<file path="src/rtl/assert_macros.svh">
// Assertion helpers, sampled on clk, disabled while rst_n is low
`ifndef ASSERT_MACROS_SVH
`define ASSERT_MACROS_SVH

// same-cycle implication
`define ASSERT_IMP(label, ante, cons) \
    label: assert property (@(posedge clk) disable iff (!rst_n) (ante) |-> (cons)) \
        else $error("assertion failed");

// next-cycle implication
`define ASSERT_NXT(label, ante, cons) \
    label: assert property (@(posedge clk) disable iff (!rst_n) (ante) |=> (cons)) \
        else $error("assertion failed");

`endif

</file>
<file path="src/rtl/slp_pkg.sv">
`default_nettype none

package slp_pkg;

    localparam int HANDLE_W           = 6;
    localparam int MODE_W             = 2;
    localparam int STATUS_W           = 2;
    localparam int TDATA_W            = 8;
    localparam int TUSER_W            = 2;
    localparam int DEFAULT_POOL_SLOTS = 64;

    typedef enum logic [MODE_W-1:0] {
        MODE_ALLOC = 2'd0,
        MODE_TRY   = 2'd1,
        MODE_FREE  = 2'd2,
        MODE_NOP   = 2'd3
    } mode_t;

    typedef enum logic [STATUS_W-1:0] {
        ST_OK        = 2'd0,
        ST_NONE_FREE = 2'd1,
        ST_NOT_ALLOC = 2'd2,
        ST_EXHAUSTED = 2'd3
    } status_t;

    typedef enum logic {
        S_IDLE = 1'b0,
        S_EXEC = 1'b1
    } state_t;

endpackage

`default_nettype wire

</file>
<file path="src/rtl/slot_pool_allocator.sv">
// A request is accepted in S_IDLE and executed in S_EXEC; the result is registered into
// the output register on leaving S_EXEC. The queue and bitmap RAMs are read on
// acceptance and written back in the following cycle, one request in flight.
// Reset (rst_n, async, active low): free queue empty, no slot allocated, no result
// pending. No clearing pass: bitmap entries at or above the fresh pointer read as free.
`default_nettype none
`include "assert_macros.svh"

module slot_pool_allocator
    import slp_pkg::*;
#(
    parameter int POOL_SLOTS = DEFAULT_POOL_SLOTS
) (
    input  wire logic               clk,
    input  wire logic               rst_n,
    input  wire logic               s_axis_tvalid,
    output logic                    s_axis_tready,
    input  wire logic [TDATA_W-1:0] s_axis_tdata,   // [5:0] handle
    input  wire logic [TUSER_W-1:0] s_axis_tuser,   // [1:0] mode
    output logic                    m_axis_tvalid,
    input  wire logic               m_axis_tready,
    output logic      [TDATA_W-1:0] m_axis_tdata,   // [5:0] granted_handle
    output logic      [TUSER_W-1:0] m_axis_tuser    // [1:0] status
);

    localparam int IDX_W = $clog2(POOL_SLOTS);
    localparam int CNT_W = $clog2(POOL_SLOTS + 1);
    localparam logic [IDX_W-1:0] LAST_IDX = IDX_W'(POOL_SLOTS - 1);
    localparam logic [CNT_W-1:0] POOL_CNT = CNT_W'(POOL_SLOTS);

    state_t                state_reg, state_next;
    logic [MODE_W-1:0]     mode_reg;
    logic [HANDLE_W-1:0]   handle_reg;
    logic [IDX_W-1:0]      head_reg, head_next;
    logic [IDX_W-1:0]      tail_reg, tail_next;
    logic [CNT_W-1:0]      count_reg, count_next;
    logic [CNT_W-1:0]      fresh_reg, fresh_next;
    logic                  out_valid_reg, out_valid_next;
    logic [HANDLE_W-1:0]   grant_reg, grant_next;
    logic [STATUS_W-1:0]   status_reg, status_next;

    logic                  in_fire;
    logic                  q_we;
    logic [HANDLE_W-1:0]   q_rdata;
    logic                  bm_we;
    logic [IDX_W-1:0]      bm_waddr;
    logic                  bm_wdata;
    logic                  bm_rdata;
    logic                  handle_in_pool;
    logic                  handle_alloc;

    assign s_axis_tready = (state_reg == S_IDLE) && (!out_valid_reg || m_axis_tready);
    assign in_fire       = s_axis_tvalid && s_axis_tready;

    // free queue
    slp_ram #(
        .WIDTH (HANDLE_W),
        .DEPTH (POOL_SLOTS)
    ) u_queue_ram (
        .clk   (clk),
        .we    (q_we),
        .waddr (tail_reg),
        .wdata (handle_reg),
        .raddr (head_reg),
        .rdata (q_rdata)
    );

    // allocated bitmap
    slp_ram #(
        .WIDTH (1),
        .DEPTH (POOL_SLOTS)
    ) u_map_ram (
        .clk   (clk),
        .we    (bm_we),
        .waddr (bm_waddr),
        .wdata (bm_wdata),
        .raddr (IDX_W'(s_axis_tdata[HANDLE_W-1:0])),
        .rdata (bm_rdata)
    );

    assign handle_in_pool = 32'(handle_reg) < POOL_SLOTS;
    // entries at or above the fresh pointer have never been written
    assign handle_alloc   = bm_rdata && (32'(handle_reg) < 32'(fresh_reg));

    always_ff @(posedge clk or negedge rst_n)
    begin
        if (!rst_n)
        begin
            state_reg     <= S_IDLE;
            head_reg      <= '0;
            tail_reg      <= '0;
            count_reg     <= '0;
            fresh_reg     <= '0;
            out_valid_reg <= 1'b0;
        end
        else
        begin
            state_reg     <= state_next;
            head_reg      <= head_next;
            tail_reg      <= tail_next;
            count_reg     <= count_next;
            fresh_reg     <= fresh_next;
            out_valid_reg <= out_valid_next;
        end
    end

    always_ff @(posedge clk)
    begin
        if (in_fire)
        begin
            mode_reg   <= s_axis_tuser[MODE_W-1:0];
            handle_reg <= s_axis_tdata[HANDLE_W-1:0];
        end
        grant_reg  <= grant_next;
        status_reg <= status_next;
    end

    always_comb
    begin
        state_next     = state_reg;
        head_next      = head_reg;
        tail_next      = tail_reg;
        count_next     = count_reg;
        fresh_next     = fresh_reg;
        out_valid_next = out_valid_reg && !m_axis_tready;
        grant_next     = grant_reg;
        status_next    = status_reg;
        q_we           = 1'b0;
        bm_we          = 1'b0;
        bm_waddr       = IDX_W'(q_rdata);
        bm_wdata       = 1'b1;

        unique case (state_reg)
            S_IDLE:
            begin
                if (in_fire)
                begin
                    state_next = S_EXEC;
                end
            end
            S_EXEC:
            begin
                state_next     = S_IDLE;
                out_valid_next = 1'b1;
                grant_next     = '0;
                status_next    = ST_OK;
                case (mode_reg)
                    MODE_ALLOC, MODE_TRY:
                    begin
                        if (count_reg != '0)
                        begin
                            grant_next = q_rdata;
                            bm_we      = 1'b1;
                            head_next  = (head_reg == LAST_IDX) ? '0 : head_reg + IDX_W'(1);
                            count_next = count_reg - CNT_W'(1);
                        end
                        else if (mode_reg == MODE_TRY)
                        begin
                            status_next = ST_NONE_FREE;
                        end
                        else if (fresh_reg < POOL_CNT)
                        begin
                            grant_next = HANDLE_W'(fresh_reg);
                            bm_we      = 1'b1;
                            bm_waddr   = IDX_W'(fresh_reg);
                            fresh_next = fresh_reg + CNT_W'(1);
                        end
                        else
                        begin
                            status_next = ST_EXHAUSTED;
                        end
                    end
                    MODE_FREE:
                    begin
                        if (!handle_in_pool || !handle_alloc || count_reg >= POOL_CNT)
                        begin
                            status_next = ST_NOT_ALLOC;
                        end
                        else
                        begin
                            bm_we      = 1'b1;
                            bm_waddr   = IDX_W'(handle_reg);
                            bm_wdata   = 1'b0;
                            q_we       = 1'b1;
                            tail_next  = (tail_reg == LAST_IDX) ? '0 : tail_reg + IDX_W'(1);
                            count_next = count_reg + CNT_W'(1);
                        end
                    end
                    default:
                    begin
                    end
                endcase
            end
            default:
            begin
                state_next = S_IDLE;
            end
        endcase
    end

    assign m_axis_tvalid = out_valid_reg;
    assign m_axis_tdata  = TDATA_W'(grant_reg);
    assign m_axis_tuser  = TUSER_W'(status_reg);

    `ASSERT_NXT(a_fire_to_exec, in_fire, state_reg == S_EXEC)
    `ASSERT_IMP(a_exec_out_free, state_reg == S_EXEC, !out_valid_reg)
    `ASSERT_NXT(a_exec_gives_result, state_reg == S_EXEC, out_valid_reg)
    `ASSERT_IMP(a_count_bound, 1'b1, count_reg <= POOL_CNT && fresh_reg <= POOL_CNT)
    `ASSERT_IMP(a_reject_no_grant, out_valid_reg && status_reg != ST_OK, grant_reg == '0)

endmodule

`default_nettype wire

</file>
<file path="src/rtl/slp_ram.sv">
`default_nettype none

module slp_ram #(
    parameter int WIDTH = 8,
    parameter int DEPTH = 64
) (
    input  wire logic                     clk,
    input  wire logic                     we,
    input  wire logic [$clog2(DEPTH)-1:0] waddr,
    input  wire logic [WIDTH-1:0]         wdata,
    input  wire logic [$clog2(DEPTH)-1:0] raddr,
    output logic      [WIDTH-1:0]         rdata
);

    logic [WIDTH-1:0] mem [DEPTH];

    always_ff @(posedge clk)
    begin
        if (we)
        begin
            mem[waddr] <= wdata;
        end
        rdata <= mem[raddr];
    end

endmodule

`default_nettype wire
</file>
<file path="config.mk">
export PLATFORM = sky130hd
export DESIGN_NAME = slot_pool_allocator
export DESIGN_NICKNAME = d
export VERILOG_FILES = /design/src/rtl/slp_pkg.sv /design/src/rtl/slot_pool_allocator.sv /design/src/rtl/slp_ram.sv
export VERILOG_INCLUDE_DIRS = /design/src /design/src/rtl
export SDC_FILE = /design/constraint.sdc
export NUM_CORES = 1
export LEC_CHECK = 0
export BUFFER_PORTS_ARGS = -buffer_cell sky130_fd_sc_hd__buf_2
export CORE_MARGIN = 2
export CORE_UTILIZATION = 55
export CTS_CLUSTER_SIZE = 30
export DETAILED_ROUTE_END_ITERATION = 8
export PLACE_DENSITY = 0.8
export RECOVER_POWER = 25
export SETUP_SLACK_MARGIN = 0.4
export SYNTH_ARGS = -nofsm -noshare
export SYNTH_HDL_FRONTEND = slang
export SYNTH_SLANG_ARGS = --single-unit
</file>
<file path="constraint.sdc">
create_clock -name clk -period 5.6 [get_ports clk]
set_clock_uncertainty 0.2 [all_clocks]
set_input_delay 0.56 -clock clk [delete_from_list [all_inputs] [get_ports clk]]
set_output_delay 0.56 -clock clk [all_outputs]
set_load 0.005 [all_outputs]
</file>
==> results of run 1 <==
-- synthesized netlist by cell type (all sizes together) (16+ instances only) --
| master | number |
|---|---|
| clkbuf | 45 |
| mux4 | 118 |
| nor3 | 29 |
| dfrtp | 28 |
| nand3 | 17 |
| buf | 25 |
| o21ai | 16 |
| a22oi | 16 |
| edfxtp | 464 |
| nand2 | 44 |
| nor2 | 124 |
-- logic make-up after synthesis --
kind of cell    Yosys count  synth area share, %
fa+ha+maj                14                0.894
simple gates            287                 7.09
other cells               1               0.0184
buf+inv                  85                 1.71
xor+xnor                 16                0.686
mux                     130                 13.6
flops                   499                 72.3
compound gates          101                 3.67
-- report_power, final --
| part | leakage (nW) | internal, mW | total, mW | switching [mW] |
|---|---|---|---|---|
| registers | 4.72 | 4.19 | 4.47 | 0.282 |
| clock network | 0.837 | 2.06 | 3.45 | 1.38 |
| logic | 1.77 | 1.04 | 2.27 | 1.23 |
| total | 7.33 | 7.29 | 10.2 | 2.90 |
-- critical path, cell delays in order, from the launching register on --
cell	delay (ns)
edfxtp_1	0.38
clkbuf_1	2.07
a221oi_4	0.48
or4b_2	0.87
nor2_1	0.17
-- per-layer routing --
layer / vias up / wire, um / global-route usage (%)
li1: 4611 / - / -
met1: 5481 / 16800 / 31.7
met2: 537 / 21700 / 38.0
met3: 89 / 4180 / 6.09
met4: 0 / 1250 / 7.41
met5: - / 0 / 0
-- worst min-delay path by stage --
stage / start / endpoint / cells past startpoint
finish: m_axis_tready / m_axis_tvalid$_DFF_PN0_ / 4
CTS: m_axis_tready / m_axis_tvalid$_DFF_PN0_ / 4
detailed placement: fresh_reg[3]$_DFFE_PN0P_ / fresh_reg[3]$_DFFE_PN0P_ / 1
global route: m_axis_tready / m_axis_tvalid$_DFF_PN0_ / 4
global placement: count_reg[5]$_DFFE_PN0P_ / count_reg[5]$_DFFE_PN0P_ / 2
floorplan: rst_n / count_reg[0]$_DFFE_PN0P_ / 0
-- timing repair --
| action | 4_1_cts | 5_1_grt |
|---|---|---|
| hold buffers | 5 | 0 |
| setup buffers | 0 | 0 |
| endpoints found under the setup margin | 0 | 0 |
| hold endpoints to repair | 33 | 0 |
-- per-stage QoR --
step	setup WS [ns]	power [mW]	util, %
after floorplan	0.762	6.10	-
after global placement	1.44	6.74	57.4
after detailed placement	1.36	6.78	57.4
after CTS	1.32	10.2	62.2
after global routing	0.806	10.5	62.1
final	1.13	10.2	62.1
-- area by class of cell --
cell class              instances  area, um^2
flip-flops and latches        499       14800
fillers                      2443       13900
multi-input cells             550        5310
clock buffers                  62        1380
well taps                     468         586
repair buffers                 49         324
clock inverters                30         314
inverters                      15        56.3
==> reports/qor.csv, run 1 <==
metric,value,unit
Remaining DRCs,0,
gr usage total,23.5,%
most frequent cells in the layout,"edfxtp_1 (464), nor2_1 (123), mux4_2 (118), clkbuf_16 (53), nand2_1 (43)",
crit path kind,register to register,
io pins,26,
Worst EP arrival,4.55,ns
Final period util,79.8,%
antenna violations before repair,0,
Most used DFF post-synth,edfxtp_1,
Critical Path End Type,register,
mapped cell area,0.0204,mm^2
Syn Inst Count,1133,
vias in the first global route,10900,
Setup TNS,0,ns
Sink Count,499,
FMAX,224,MHz
DR WL/cell,26.2,um
Placer Congestion,0.849,
final hold vios,0,
DR vias,10700,
total CTS buffers,50,
diode count,0,
synth top area cells,"edfxtp_1 (68%), mux4_2 (13%), dfrtp_1 (3.4%)",
fraction of layout cells with a size suffix above 1,21.2,%
WHS,0.105,ns
reg2reg path depth,4,
clock latency on the worst-skew pair,0.59,ns
Period minus WS final,4.47,ns
Synth area leader,edfxtp_1,
"Design Area, Final",0.0228,mm^2
RSZ-0062 raised after global routing,false,
"FFs w/ async S/R, synth",5.61,%
vias per cell,6.41,
status,finished with violations,
PortBufs,21,
synthesis-to-finish area growth,11.4,%
Starting DRT DRC Count,1205,
sequential area share after synthesis,72.3,%
YS warnings,0,
HP Class,primary input to register,
r2r setup slk,1.13,ns
Root Driver,clkbuf_16,
Worst-path clk slew,0.06,ns
Rows,70,
"antenna viol nets, final",0,
Die X,197,um
failing checks,"capacitance limit, slew limit",
Leak Pwr,7.33,nW
DRT Pass-1 Iters,7,
"commonest non-fill, non-tap cell in the layout",edfxtp_1,
Worst-Margin Slew,2.92,ns
layout net count,1193,
share of the synthesized area in the top cell type,68.2,%
Die Area,0.0387,mm^2
Avg Inst Size Synth,18.0,um^2
DP Wirelength,25300,um
PwrDens,448,mW/mm^2
Post-Place Cells,1576,
placed inst area,0.0210,mm^2
"Setup violations, final",0,
reg-to-reg critical path startpoint,handle_reg[5]$_DFFE_PP_,
clk buf depth,3,
reg2reg end,u_map_ram.mem[53]$_DFFE_PP_,
CTS resizes,0,
Largest Register,u_queue_ram.mem,
CP Launch Type,register,
end of the critical path,u_map_ram.mem[53]$_DFFE_PP_,
total routed wirelength,43900,um
max FFs per register,384,
grt ovf,0,
Final Non-Filler Cells,1673,
H-tree depth,2,
CTS tree,built,
Starting Density,55.8,%
synth unique cells,72,
number of synthesized flops with an enable pin,464,
Final Max Tran Viols,161,
Max rail drop VDD,0.253,mV
Max Fanout on Critical Path,65,
Core Box Area,0.0366,mm^2
largest net degree at the start of global routing,70,
Crit. Startpoint,handle_reg[5]$_DFFE_PP_,
height of the die,197,um
WP data required,5.68,ns
MaxCap Viol Count,3,
largest registers,"u_queue_ram.mem: 384 flops, u_map_ram.mem: 64 flops",
global-route wire length before repair,66600,um
"FF+latch count, synth",499,
worst rel slew slack,-94.5,%
(Power assumes the default switching activity.)
==> inputs of run 2 (changes only) <==
ABC_AREA = 1   (was default)
PLACE_DENSITY = 0.83   (was 0.8)
clock period = 3.96 ns   (was 5.6 ns; I/O delays follow)
==> run 2 against run 1 <==
Effect of this change: the flow still finishes with violations (capacitance limit, slew limit); hold slack improved by 0.21 ns; first-iteration DRC count rose by 80%; register-to-register slack got worse by 0.51 ns; count of clock-buffer cells in the layout fell by 3; sequential cell count did not move; synthesized area rose by 3.8%.
==> reports/qor.csv, run 2 <==
metric,value,unit,change
Starting DRT DRC Count,2164,,was 1205
layout net count,1855,,was 1193
M1 GR Usage,32.3,%,was 31.7%
number of synthesized flops with an enable pin,464,,unchanged
M2 GR Usage,41.7,%,was 38.0%
io pins,26,,unchanged
"Setup violations, final",0,,unchanged
synthesized-area fraction occupied by adder cells,0.862,%,was 0.894%
Max Fanout on Critical Path,64,,was 65
Setup TNS,0,ns,unchanged
sequential area share after synthesis,69.7,%,was 72.3%
reg2reg end,u_queue_ram.mem[18][0]$_DFFE_PP_,,was u_map_ram.mem[53]$_DFFE_PP_
Die Area,0.0401,mm^2,was 0.0387 mm^2
PortBufs,21,,unchanged
"antenna viol nets, final",0,,unchanged
DR WL/cell,21.6,um,was 26.2 um
mux cell area share after synthesis,0,%,was 13.6%
Syn Inst Count,1812,,was 1133
global-route wire length before repair,79300,um,was 66600 um
Worst-path clk slew,0.06,ns,about the same
Period minus WS final,3.34,ns,was 4.47 ns
setup slack at placement,0.803,ns,was 1.36 ns
clock latency on the worst-skew pair,0.60,ns,was 0.59 ns
post-synthesis compound-gate area fraction,10.0,%,was 3.67%
Avg Inst Size Synth,11.7,um^2,was 18.0 um^2
WHS,0.315,ns,was 0.105 ns
Final Max Tran Viols,160,,was 161
synth top area cells,"edfxtp_1 (66%), nor2_1 (7.4%), o21ai_0 (5.7%)",,"was edfxtp_1 (68%), mux4_2 (13%), dfrtp_1 (3.4%)"
WP data required,3.72,ns,was 5.68 ns
Crit. Startpoint,handle_reg[0]$_DFFE_PP_,,was handle_reg[5]$_DFFE_PP_
final hold vios,0,,unchanged
crit-path cells,clkbuf_1,,was clkbuf_1 > a221oi_4 > or4b_2 > nor2_1
Final Non-Filler Cells,2375,,was 1673
reg2reg path depth,1,,was 4
Worst-Margin Slew,2.96,ns,was 2.92 ns
Critical Path End Type,register,,unchanged
total routed wirelength,51200,um,was 43900 um
Largest Register,u_queue_ram.mem,,unchanged
"CP delay by family, top",buffers and inverters,,unchanged
most frequent cells in the layout,"edfxtp_1 (464), nor2_1 (416), o21ai_0 (241), nand2_1 (178), nand3_1 (72)",,"was edfxtp_1 (464), nor2_1 (123), mux4_2 (118), clkbuf_16 (53), nand2_1 (43)"
slack of the critical path,0.618,ns,was 1.13 ns
Top Usage Layer GRT,met2,,unchanged
synthesis-to-finish area growth,10.8,%,was 11.4%
FMAX,299,MHz,was 224 MHz
Max rail drop VDD,0.735,mV,was 0.253 mV
Final period util,84.4,%,was 79.8%
Die X,200,um,was 197 um
synth unique cells,48,,was 72
worst rel slew slack,-97.4,%,was -94.5%
grt ovf,0,,unchanged
reg-to-reg critical path startpoint,handle_reg[0]$_DFFE_PP_,,was handle_reg[5]$_DFFE_PP_
Sink Count,499,,unchanged
Worst path slowest cell,clkbuf_1,,unchanged
CTS tree,built,,unchanged
Placer Congestion,0.966,,was 0.849
Core Box Area,0.0378,mm^2,was 0.0366 mm^2
Leak Pwr,8.06,nW,was 7.33 nW
switching share of total power,34.9,%,was 28.4%
gr usage total,25.2,%,was 23.5%
Starting Density,56.0,%,was 55.8%
net load switching power,5.32,mW,was 2.90 mW
largest registers,"u_queue_ram.mem: 384 flops, u_map_ram.mem: 64 flops",,unchanged
failing checks,"capacitance limit, slew limit",,unchanged
Worst Path Buf+Inv,1,,unchanged
crit path kind,register to register,,unchanged
internal power,9.90,mW,was 7.29 mW
combinational fraction of design power,28.3,%,was 22.3%
DR vias,14800,,was 10700
"commonest non-fill, non-tap cell in the layout",edfxtp_1,,unchanged
diode count,0,,unchanged
Commonest cells post-synth,"edfxtp_1 (464), nor2_1 (416), o21ai_0 (241)",,"was edfxtp_1 (464), nor2_1 (123), mux4_2 (118)"
register share of total power,40.4,%,was 43.9%
clk buf depth,3,,unchanged
"FFs w/ async S/R, synth",5.61,%,unchanged
share of the synthesized area in the top cell type,65.7,%,was 68.2%
Post-Synth XOR/XNOR Area,0.743,%,was 0.686%
MaxCap Viol Count,5,,was 3
Rows,71,,was 70
CP Launch Type,register,,unchanged
"FF+latch count, synth",499,,unchanged
fraction of layout cells with a size suffix above 1,9.33,%,was 21.2%
slowest cell delay on critical path,2.10,ns,was 2.07 ns
Most used DFF post-synth,edfxtp_1,,unchanged
DP Wirelength,29800,um,was 25300 um
YS warnings,0,,unchanged
r2r setup slk,0.62,ns,was 1.13 ns
height of the die,200,um,was 197 um
Root Driver,clkbuf_16,,unchanged
H-tree depth,2,,unchanged
grt met3 use,5.16,%,was 6.09%
PwrDens,648,mW/mm^2,was 448 mW/mm^2
status,finished with violations,,unchanged
vias in the first global route,14500,,was 10900
vias per cell,6.22,,was 6.41
max FFs per register,384,,unchanged
largest net degree at the start of global routing,194,,was 70
Remaining DRCs,0,,unchanged
Clk pwr share,31.3,%,was 33.8%
Worst EP arrival,3.10,ns,was 4.55 ns
Synth area leader,edfxtp_1,,unchanged
largest family of logic cells by synthesized area,simple AND/OR/NAND/NOR gates,,was multiplexers
DRT Pass-1 Iters,6,,was 7
"count leader, synth",edfxtp_1,,unchanged
mapped cell area,0.0212,mm^2,was 0.0204 mm^2
Post-Place Cells,2277,,was 1576
critical path depth,1,,was 4
total CTS buffers,49,,was 50
RSZ-0062 raised after global routing,false,,unchanged
end of the critical path,u_queue_ram.mem[18][0]$_DFFE_PP_,,was u_map_ram.mem[53]$_DFFE_PP_
HP Class,primary input to register,,unchanged
antenna violations before repair,0,,unchanged
Synth Area in Simple Gates,15.6,%,was 7.09%
run 2: cell count changes after synthesis, sizes merged, moves of 16 or more:
cell,before,now
o22ai,1,63
o211ai,1,34
clkbuf,45,76
a22oi,16,0
nand2,44,196
inv,14,71
o21ai,16,243
nor3,29,11
mux4,118,0
nand3,17,79
nor2,124,429
run 2: cell type report:
class / count / area, um^2
clock inverters: 29 / 372
flip-flops and latches: 499 / 14800
well taps: 511 / 639
fillers: 2723 / 14300
repair buffers: 53 / 357
clock buffers: 59 / 1270
multi-input cells: 1148 / 5780
inverters: 76 / 294
run 2: power by group through the flow:
stage | Sequential [mW] | Combinational, mW | Clock, mW
after floorplan | 6.16 | 2.90 | 0
after global placement | 6.22 | 3.97 | 0
after detailed placement | 6.24 | 4.15 | 0
after CTS | 6.13 | 4.22 | 4.79
after global routing | 6.15 | 4.65 | 4.98
final | 6.14 | 4.31 | 4.77
run 2: worst min-delay path by stage:
stage,startpoint,endpoint,cells past startpoint
after floorplan,rst_n,count_reg[0]$_DFFE_PN0P_,0
after CTS,s_axis_tdata[1],handle_reg[1]$_DFFE_PP_,1
after global routing,s_axis_tuser[0],mode_reg[0]$_DFFE_PP_,2
after global placement,rst_n,count_reg[5]$_DFFE_PN0P_,1
final,s_axis_tdata[1],handle_reg[1]$_DFFE_PP_,1
after detailed placement,rst_n,count_reg[0]$_DFFE_PN0P_,1
run 2: metrics by stage:
stage,power [mW],cell area [um^2],util (%)
after CTS,15.1,23500,62.2
after floorplan,9.06,21200,-
final,15.2,23500,62.1
after global placement,10.2,21800,57.5
after global routing,15.8,23500,62.1
after detailed placement,10.4,21800,57.5
run 2: logic make-up (layout without fill, tap and decap cells):
| kind of cell | Yosys count | after routing |
|---|---|---|
| AND/OR/NAND/NOR | 736 | 736 |
| flip-flops | 499 | 499 |
| AO/OA/AOI/OAI | 378 | 378 |
| buffers and inverters | 166 | 217 |
| XOR/XNOR | 18 | 18 |
| adder cells (fa/ha/maj) | 14 | 14 |
| other | 1 | 2 |
run 2: per-layer routing:
metal | wire length (um) | share of wire, %
met1 | 18500 | 36
met2 | 25200 | 49
met3 | 5470 | 11
met4 | 2030 | 4.0
met5 | 0 | 0
run 2: what timing repair did:
| item | 4_1_cts | 5_1_grt |
|---|---|---|
| hold buffers | 10 | 0 |
| endpoints found under the hold margin | 37 | 0 |
| setup buffers | 0 | 0 |
| gates resized for setup | 0 | 0 |
